==> src/itop_pkg.sv <==
package itop_pkg;

  typedef enum logic [2:0] {
    CODE_OPEN = 3'd0,
    CODE_ADD  = 3'd1,
    CODE_SUB  = 3'd2,
    CODE_MUL  = 3'd3,
    CODE_DIV  = 3'd4
  } op_code_t;

  typedef enum logic [1:0] {
    ERR_NONE     = 2'd0,
    ERR_OVERFLOW = 2'd1,
    ERR_UNMATCH  = 2'd2
  } err_code_t;

  typedef enum logic [1:0] {
    MODE_FLUSH = 2'd0,
    MODE_CLOSE = 2'd1,
    MODE_OP    = 2'd2
  } pop_mode_t;

  localparam logic [7:0] CH_OPEN  = 8'h28;
  localparam logic [7:0] CH_CLOSE = 8'h29;
  localparam logic [7:0] CH_MUL   = 8'h2A;
  localparam logic [7:0] CH_ADD   = 8'h2B;
  localparam logic [7:0] CH_SUB   = 8'h2D;
  localparam logic [7:0] CH_DIV   = 8'h2F;

  function automatic logic [7:0] char_of(input logic [2:0] code);
    logic [7:0] ch;
    case (code)
      CODE_OPEN: ch = CH_OPEN;
      CODE_ADD:  ch = CH_ADD;
      CODE_SUB:  ch = CH_SUB;
      CODE_MUL:  ch = CH_MUL;
      CODE_DIV:  ch = CH_DIV;
      default:   ch = 8'h00;
    endcase
    return ch;
  endfunction

  function automatic logic prio_high(input logic [2:0] code);
    return (code == CODE_MUL) || (code == CODE_DIV);
  endfunction

endpackage

==> src/itop_stack.sv <==
module itop_stack #(
  parameter int STACK_DEPTH = 16,
  localparam int AW = (STACK_DEPTH > 1) ? $clog2(STACK_DEPTH) : 1
) (
  input  logic          clk,
  input  logic          wr_en,
  input  logic [AW-1:0] wr_addr,
  input  logic [2:0]    wr_data,
  input  logic          rd_en,
  input  logic [AW-1:0] rd_addr,
  output logic [2:0]    rd_data
);

  logic [2:0] mem [STACK_DEPTH];
  logic [2:0] rd_data_r;

  always_ff @(posedge clk) begin
    if (wr_en) begin
      mem[wr_addr] <= wr_data;
    end
  end

  always_ff @(posedge clk) begin
    if (rd_en) begin
      rd_data_r <= mem[rd_addr];
    end
  end

  assign rd_data = rd_data_r;

endmodule

==> src/infix_to_postfix_converter_top.sv <==
// Operand characters: out_tvalid rises the cycle after acceptance; one item per cycle
// while idle and not stalled. Operators and ')' on a non-empty stack: each stack entry
// examined is read (S_RD), then evaluated (S_EV), as the stack memory read is registered.
// End item: each stacked entry is read and evaluated, then the final item is sent.
// Reset (rst_n low, synchronous): stack empty, error cleared, no item pending.
module infix_to_postfix_converter_top
  import itop_pkg::*;
#(
  parameter int STACK_DEPTH = 16
) (
  input  logic       clk,
  input  logic       rst_n,
  input  logic       in_tvalid,
  output logic       in_tready,
  input  logic [7:0] in_tdata,   // char_in
  input  logic       in_tuser,   // end_of_expr
  output logic       out_tvalid,
  input  logic       out_tready,
  output logic [7:0] out_tdata,  // char_out
  output logic [2:0] out_tuser,  // has_char, error_code[2:1]
  output logic       out_tlast
);

  localparam int AW = (STACK_DEPTH > 1) ? $clog2(STACK_DEPTH) : 1;
  localparam int CW = $clog2(STACK_DEPTH + 1);
  localparam logic [CW-1:0] DEPTH_C = CW'(STACK_DEPTH);

  typedef enum logic [3:0] {
    S_IDLE = 4'b0001,
    S_RD   = 4'b0010,
    S_EV   = 4'b0100,
    S_END  = 4'b1000
  } state_t;

  state_t      st_r, st_nxt;
  logic [CW-1:0] count_r, count_nxt;
  logic [1:0]  err_r, err_nxt;
  pop_mode_t   mode_r, mode_nxt;
  logic [2:0]  code_r, code_nxt;
  logic        pend_r, pend_nxt;
  logic [7:0]  pend_ch_r, pend_ch_nxt;

  logic        ov_r, ov_nxt;
  logic [7:0]  och_r, och_nxt;
  logic        ohas_r, ohas_nxt;
  logic        olast_r, olast_nxt;
  logic [1:0]  oerr_r, oerr_nxt;

  logic          wr_en, rd_en;
  logic [AW-1:0] wr_addr, rd_addr;
  logic [2:0]    wr_data, top;
  logic [CW-1:0] cnt_dec;
  logic          out_free, push_ok, in_acc, is_op;
  logic [2:0]    in_code;

  itop_stack #(.STACK_DEPTH(STACK_DEPTH)) u_stack (
    .clk     (clk),
    .wr_en   (wr_en),
    .wr_addr (wr_addr),
    .wr_data (wr_data),
    .rd_en   (rd_en),
    .rd_addr (rd_addr),
    .rd_data (top)
  );

  assign out_free  = !ov_r || out_tready;
  assign in_tready = (st_r == S_IDLE) && out_free;
  assign in_acc    = in_tvalid && in_tready;
  assign cnt_dec   = count_r - CW'(1);
  assign push_ok   = count_r < DEPTH_C;
  assign rd_addr   = cnt_dec[AW-1:0];
  assign rd_en     = (st_r == S_RD);

  always_comb begin
    is_op   = 1'b1;
    in_code = CODE_OPEN;
    case (in_tdata)
      CH_ADD:  in_code = CODE_ADD;
      CH_SUB:  in_code = CODE_SUB;
      CH_MUL:  in_code = CODE_MUL;
      CH_DIV:  in_code = CODE_DIV;
      default: is_op = 1'b0;
    endcase
  end

  always_comb begin
    st_nxt      = st_r;
    count_nxt   = count_r;
    err_nxt     = err_r;
    mode_nxt    = mode_r;
    code_nxt    = code_r;
    pend_nxt    = pend_r;
    pend_ch_nxt = pend_ch_r;
    ov_nxt      = ov_r && !out_tready;
    och_nxt     = och_r;
    ohas_nxt    = ohas_r;
    olast_nxt   = olast_r;
    oerr_nxt    = oerr_r;
    wr_en       = 1'b0;
    wr_addr     = count_r[AW-1:0];
    wr_data     = code_r;

    case (st_r)
      S_IDLE: begin
        if (in_acc) begin
          if (in_tuser) begin
            mode_nxt = MODE_FLUSH;
            st_nxt   = (count_r == '0) ? S_END : S_RD;
          end else if (in_tdata == CH_OPEN) begin
            if (push_ok) begin
              wr_en     = 1'b1;
              wr_data   = CODE_OPEN;
              count_nxt = count_r + CW'(1);
            end else if (err_r == ERR_NONE) begin
              err_nxt = ERR_OVERFLOW;
            end
          end else if (in_tdata == CH_CLOSE) begin
            mode_nxt = MODE_CLOSE;
            if (count_r == '0) begin
              if (err_r == ERR_NONE) err_nxt = ERR_UNMATCH;
            end else begin
              st_nxt = S_RD;
            end
          end else if (is_op) begin
            mode_nxt = MODE_OP;
            code_nxt = in_code;
            if (count_r == '0) begin
              wr_en     = 1'b1;
              wr_data   = in_code;
              count_nxt = count_r + CW'(1);
            end else begin
              st_nxt = S_RD;
            end
          end else begin
            ov_nxt    = 1'b1;
            och_nxt   = in_tdata;
            ohas_nxt  = 1'b1;
            olast_nxt = 1'b0;
            oerr_nxt  = err_r;
          end
        end
      end
      S_RD: begin
        st_nxt = S_EV;
      end
      S_EV: begin
        case (mode_r)
          MODE_FLUSH: begin
            if (top == CODE_OPEN || !pend_r || out_free) begin
              if (top != CODE_OPEN) begin
                if (pend_r) begin
                  ov_nxt    = 1'b1;
                  och_nxt   = pend_ch_r;
                  ohas_nxt  = 1'b1;
                  olast_nxt = 1'b0;
                  oerr_nxt  = err_r;
                end
                pend_nxt    = 1'b1;
                pend_ch_nxt = char_of(top);
              end
              count_nxt = cnt_dec;
              st_nxt    = (cnt_dec == '0) ? S_END : S_RD;
            end
          end
          MODE_CLOSE: begin
            if (top == CODE_OPEN) begin
              count_nxt = cnt_dec;
              st_nxt    = S_IDLE;
            end else if (out_free) begin
              ov_nxt    = 1'b1;
              och_nxt   = char_of(top);
              ohas_nxt  = 1'b1;
              olast_nxt = 1'b0;
              oerr_nxt  = err_r;
              count_nxt = cnt_dec;
              if (cnt_dec == '0) begin
                if (err_r == ERR_NONE) err_nxt = ERR_UNMATCH;
                st_nxt = S_IDLE;
              end else begin
                st_nxt = S_RD;
              end
            end
          end
          default: begin
            if (top != CODE_OPEN && (prio_high(top) || !prio_high(code_r))) begin
              if (out_free) begin
                ov_nxt    = 1'b1;
                och_nxt   = char_of(top);
                ohas_nxt  = 1'b1;
                olast_nxt = 1'b0;
                oerr_nxt  = err_r;
                if (cnt_dec == '0) begin
                  wr_en   = 1'b1;
                  wr_addr = cnt_dec[AW-1:0];
                  st_nxt  = S_IDLE;
                end else begin
                  count_nxt = cnt_dec;
                  st_nxt    = S_RD;
                end
              end
            end else begin
              if (push_ok) begin
                wr_en     = 1'b1;
                count_nxt = count_r + CW'(1);
              end else if (err_r == ERR_NONE) begin
                err_nxt = ERR_OVERFLOW;
              end
              st_nxt = S_IDLE;
            end
          end
        endcase
      end
      S_END: begin
        if (out_free) begin
          ov_nxt    = 1'b1;
          och_nxt   = pend_r ? pend_ch_r : 8'h00;
          ohas_nxt  = pend_r;
          olast_nxt = 1'b1;
          oerr_nxt  = err_r;
          pend_nxt  = 1'b0;
          err_nxt   = ERR_NONE;
          st_nxt    = S_IDLE;
        end
      end
      default: begin
        st_nxt = S_IDLE;
      end
    endcase
  end

  always_ff @(posedge clk) begin
    if (!rst_n) begin
      st_r    <= S_IDLE;
      count_r <= '0;
      err_r   <= ERR_NONE;
      pend_r  <= 1'b0;
      ov_r    <= 1'b0;
      mode_r  <= MODE_FLUSH;
    end else begin
      st_r    <= st_nxt;
      count_r <= count_nxt;
      err_r   <= err_nxt;
      pend_r  <= pend_nxt;
      ov_r    <= ov_nxt;
      mode_r  <= mode_nxt;
    end
  end

  always_ff @(posedge clk) begin
    code_r    <= code_nxt;
    pend_ch_r <= pend_ch_nxt;
    och_r     <= och_nxt;
    ohas_r    <= ohas_nxt;
    olast_r   <= olast_nxt;
    oerr_r    <= oerr_nxt;
  end

  assign out_tvalid = ov_r;
  assign out_tdata  = och_r;
  assign out_tuser  = {oerr_r, ohas_r};
  assign out_tlast  = olast_r;

  a_count_bound: assert property (@(posedge clk) disable iff (!rst_n)
    count_r <= DEPTH_C) else $error("stack count beyond depth");

  a_err_range: assert property (@(posedge clk) disable iff (!rst_n)
    err_r != 2'd3) else $error("invalid sticky error");

  a_end_clears: assert property (@(posedge clk) disable iff (!rst_n)
    (st_r == S_END && out_free) |=> (err_r == ERR_NONE && out_tlast && count_r == '0))
    else $error("end item did not close the expression");

  a_empty_item: assert property (@(posedge clk) disable iff (!rst_n)
    (out_tvalid && !out_tuser[0]) |-> (out_tlast && out_tdata == 8'h00))
    else $error("empty item not marked last");

  a_pop_reads: assert property (@(posedge clk) disable iff (!rst_n)
    (st_r == S_RD) |-> (count_r != '0)) else $error("read of empty stack");

endmodule
==> config.mk <==
export PLATFORM = sky130hd
export DESIGN_NAME = infix_to_postfix_converter_top
export DESIGN_NICKNAME = d
export VERILOG_FILES = /design/src/itop_pkg.sv /design/src/itop_stack.sv /design/src/infix_to_postfix_converter_top.sv
export SDC_FILE = /design/constraint.sdc
export NUM_CORES = 1
export LEC_CHECK = 0
export BUFFER_PORTS_ARGS = -buffer_cell sky130_fd_sc_hd__buf_4
export CORE_MARGIN = 5
export CORE_UTILIZATION = 60
export DETAILED_ROUTE_END_ITERATION = 6
export PLACE_DENSITY = 0.79
export SLEW_MARGIN = 5
export SYNTH_ARGS = -nofsm -noshare
export SYNTH_HDL_FRONTEND = slang
export SYNTH_SLANG_ARGS = --single-unit
==> constraint.sdc <==
create_clock -name clk -period 8.36 [get_ports clk]
set_input_delay 0.836 -clock clk [delete_from_list [all_inputs] [get_ports clk]]
set_output_delay 0.836 -clock clk [all_outputs]
set_load 0.05 [all_outputs]
==> flow_metrics.py <==
metrics = {
    "floorplan": {
        "fp.dieArea_mm2": 0.00928,
        "die_h_um": 96.3,
        "die_x_um": 96.3,
        "ios": 27,
        "rows": 31,
        "core-area_mm2": 0.00725,
        "initial_core_util_pct": 61.6,
    },
    "power_and_ir_drop": {
        "ir_drop_uv": 165,
        "leakage_uw": 0.00163,
        "power.density_mw_per_mm2": 269,
        "totalPowerFinal_uw": 1310,
    },
    "synth": {
        "async_flop_share_pct": 0,
        "syn_inst": 382,
        "seq_area_frac_synth_pct": 53.7,
        "ys_types": 67,
        "ys_seq_elements": 85,
        "syn_avg_cell_area_um2": 11.7,
        "synthFlopType": "edfxtp_1",
        "synth_fp_nets": 400,
        "yosys_warnings": 0,
        "synth_enable_flop_cells": 70,
        "netlist_area_mm2": 0.00447,
    },
    "critical_path": {
        "cp-end-kind": "flip-flop",
        "crit_type": "flip-flop to flip-flop",
        "crit_fanout": 23,
        "cp_data_arrival_time_ns": 4.34,
        "start_kind": "flip-flop",
        "worstPathRequired_ns": 8.39,
    },
    "routing": {
        "ant_nets": 0,
        "vias_per_cell": 6.38,
        "dr.pass1.iters": 6,
        "drc_errors": 0,
        "vias": 3202,
        "wl_per_cell_um": 19.3,
        "drt-initial-drc-count": 315,
        "routed_wl_mm": 9.68,
    },
    "placed_design": {
        "port_buffers": 26,
        "place.detailed.hpwl_mm": 6.95,
        "placed_cells": 486,
        "gp_congestion": 0.935,
    },
    "global_routing": {
        "grt_max_degree": 24,
        "gr-total-overflow": 0,
        "antenna_found_initial": 0,
        "grt_pass1_wl_mm": 15.4,
        "grt_util_all_layers_pct": 22.4,
        "grt_pass1_vias": 3079,
    },
    "cells_and_area": {
        "drive_gt1_share_pct": 19.6,
        "final_util_pct": 67.4,
        "area_growth_pct": 9.35,
        "diodes": 0,
        "fin_nets": 416,
        "stdcell_count": 502,
    },
    "sta": {
        "finClkSkew_ns": 0.0123,
        "hold_viol": 0,
        "finalSetupTns_ns": 0,
        "slew_viol_final": 0,
        "layout_min_cycle_time_ns": 4.31,
        "max_freq_mhz": 232,
        "tightestPinTransition_ns": 1.18,
        "rsz0062_at_grt": "false",
        "timing.final.crit_share_pct": 51.5,
        "finalSetupViolCount": 0,
        "fin_hold_ws_ns": 0.526,
        "max-slew-margin-rel_pct": 20.4,
    },
    "clock_tree": {
        "tritoncts": "built",
        "clk_latency_ns": 0.36,
        "cts_setup_buffers": 0,
        "cts_resized": 0,
        "cts_buffers": 9,
        "cts-root-buf": "clkbuf_8",
        "cts_htree_levels": 3,
        "path_clk_slew_ns": 0.09,
        "hold_buffers": 0,
        "clockBufferDepth": 2,
        "clkSinkCount": 85,
    },
    "worst_hold_path": {
        "min_path_type": "flip-flop to flip-flop",
    },
    "status": {
        "outcome": "finished clean",
    },
    "job": {
        "drv_cap": 0,
    },
}
[synth_stat cells, types with 5 or more instances]
master    instances  share of area [%]
a211oi_1          5               0.84
a21oi_1          20                2.2
a31oi_1           6               0.84
and2_1            7               0.98
buf_2             9                1.0
clkbuf_1          9               0.76
dfxtp_1          15                6.7
edfxtp_1         70                 47
ha_1              5                1.4
inv_1            12                1.0
mux4_2           14                7.1
nand2_1          22                1.8
nand2b_1          8                1.1
nand3_1          11                1.2
nor2_1           43                3.6
nor2b_1           7               0.98
nor3_1           13                1.5
o21ai_0          11                1.2
o31ai_1           5               0.84
[registers in the layout (all words and copies together), names as in the netlist]
register         cells
u_stack.mem         48
out_tdata            8
count_r              5
pend_ch_r            4
st_r                 4
code_r               3
u_stack.rd_data      3
err_r                2
mode_r               2
oerr_r               2
ohas_r               1
out_tlast            1
out_tvalid           1
pend_r               1
[worst max-delay path, cell delays in order, from the launching register on]
cell	delay, ns
dfxtp_1	1.09
inv_1	0.38
ha_1	0.36
xnor2_1	0.44
nand4_1	0.39
or4_4	0.60
nor3_1	0.17
a31oi_1	0.14
a21oi_1	0.42
[per-stage QoR]
step           setup WS, ns  instance area [µm²]
6_report               4.05                 4890
2_1_floorplan          4.70                 4470
4_1_cts                4.01                 4890
3_5_place_dp           4.02                 4690
5_1_grt                3.59                 4890
3_3_place_gp           4.30                 4690
[cell usage in the layout (no fill, tap or decap), types with 4 or more instances in the layout]
cell type | synthesis | routed
edfxtp_1 | 70 | 70
nor2_1 | 43 | 43
a21oi_1 | 20 | 20
ha_1 | 5 | 5
nand2b_1 | 8 | 8
buf_4 | 3 | 30
o31ai_1 | 5 | 5
nor4b_1 | 4 | 4
nand2_1 | 22 | 22
a31oi_1 | 6 | 6
a211oi_1 | 5 | 5
nand3_1 | 11 | 11
clkbuf_8 | 0 | 9
dfxtp_1 | 15 | 15
o21ai_0 | 11 | 11
nor3_1 | 13 | 13
inv_1 | 12 | 12
and2_1 | 7 | 7
o211ai_1 | 4 | 4
mux4_2 | 14 | 14
xnor2_1 | 4 | 4
nor2b_1 | 7 | 7
[cell type report]
| cell class | count | area (µm²) |
|---|---|---|
| clock inverters | 7 | 76.3 |
| repair buffers | 30 | 225 |
| clock buffers | 9 | 124 |
| multi-input cells | 259 | 1890 |
| fillers | 544 | 2360 |
| well taps | 99 | 124 |
| inverters | 13 | 48.8 |
| flip-flops and latches | 85 | 2400 |
[report_power, final]
group / switching (µW) / internal, µW / total [µW]
clock: 171 / 119 / 289
combinational: 270 / 203 / 472
sequential: 52.5 / 499 / 551
[logic make-up after synthesis]
| logic type | count (synthesis) | share of synthesized area [%] |
|---|---|---|
| buffers and inverters | 38 | 4.03 |
| and+or+nand+nor | 145 | 18.0 |
| adders and majority gates | 5 | 1.40 |
| AOI/OAI and AO/OA | 84 | 13.0 |
| muxes | 21 | 9.07 |
| DFF | 85 | 53.7 |
| xor gates and xnor gates | 4 | 0.784 |
[final timing paths]
check                           cells past startpoint                    start                          end  slack [ns]
worst max-delay path                                8  count_r[0]$_SDFFE_PN0P_  u_stack.mem[3][1]$_DFFE_PP_        4.05
worst min-delay path                                2   pend_ch_r[1]$_DFFE_PP_       out_tdata[1]$_DFFE_PP_        0.53
worst max register to register                      8  count_r[0]$_SDFFE_PN0P_  u_stack.mem[3][1]$_DFFE_PP_        4.05
worst min register to register                      2   pend_ch_r[1]$_DFFE_PP_       out_tdata[1]$_DFFE_PP_        0.53
[per-layer routing]
metal  track usage (%)  share of wire, %  vias up
met3              3.21               6.1       27
met4              11.1               2.9        0
met1              28.0                41     1552
met2              38.1                50      122
met5                 0                 0        -
li1                  -                 -     1501
Note: power is estimated with default switching activity, not from simulation.
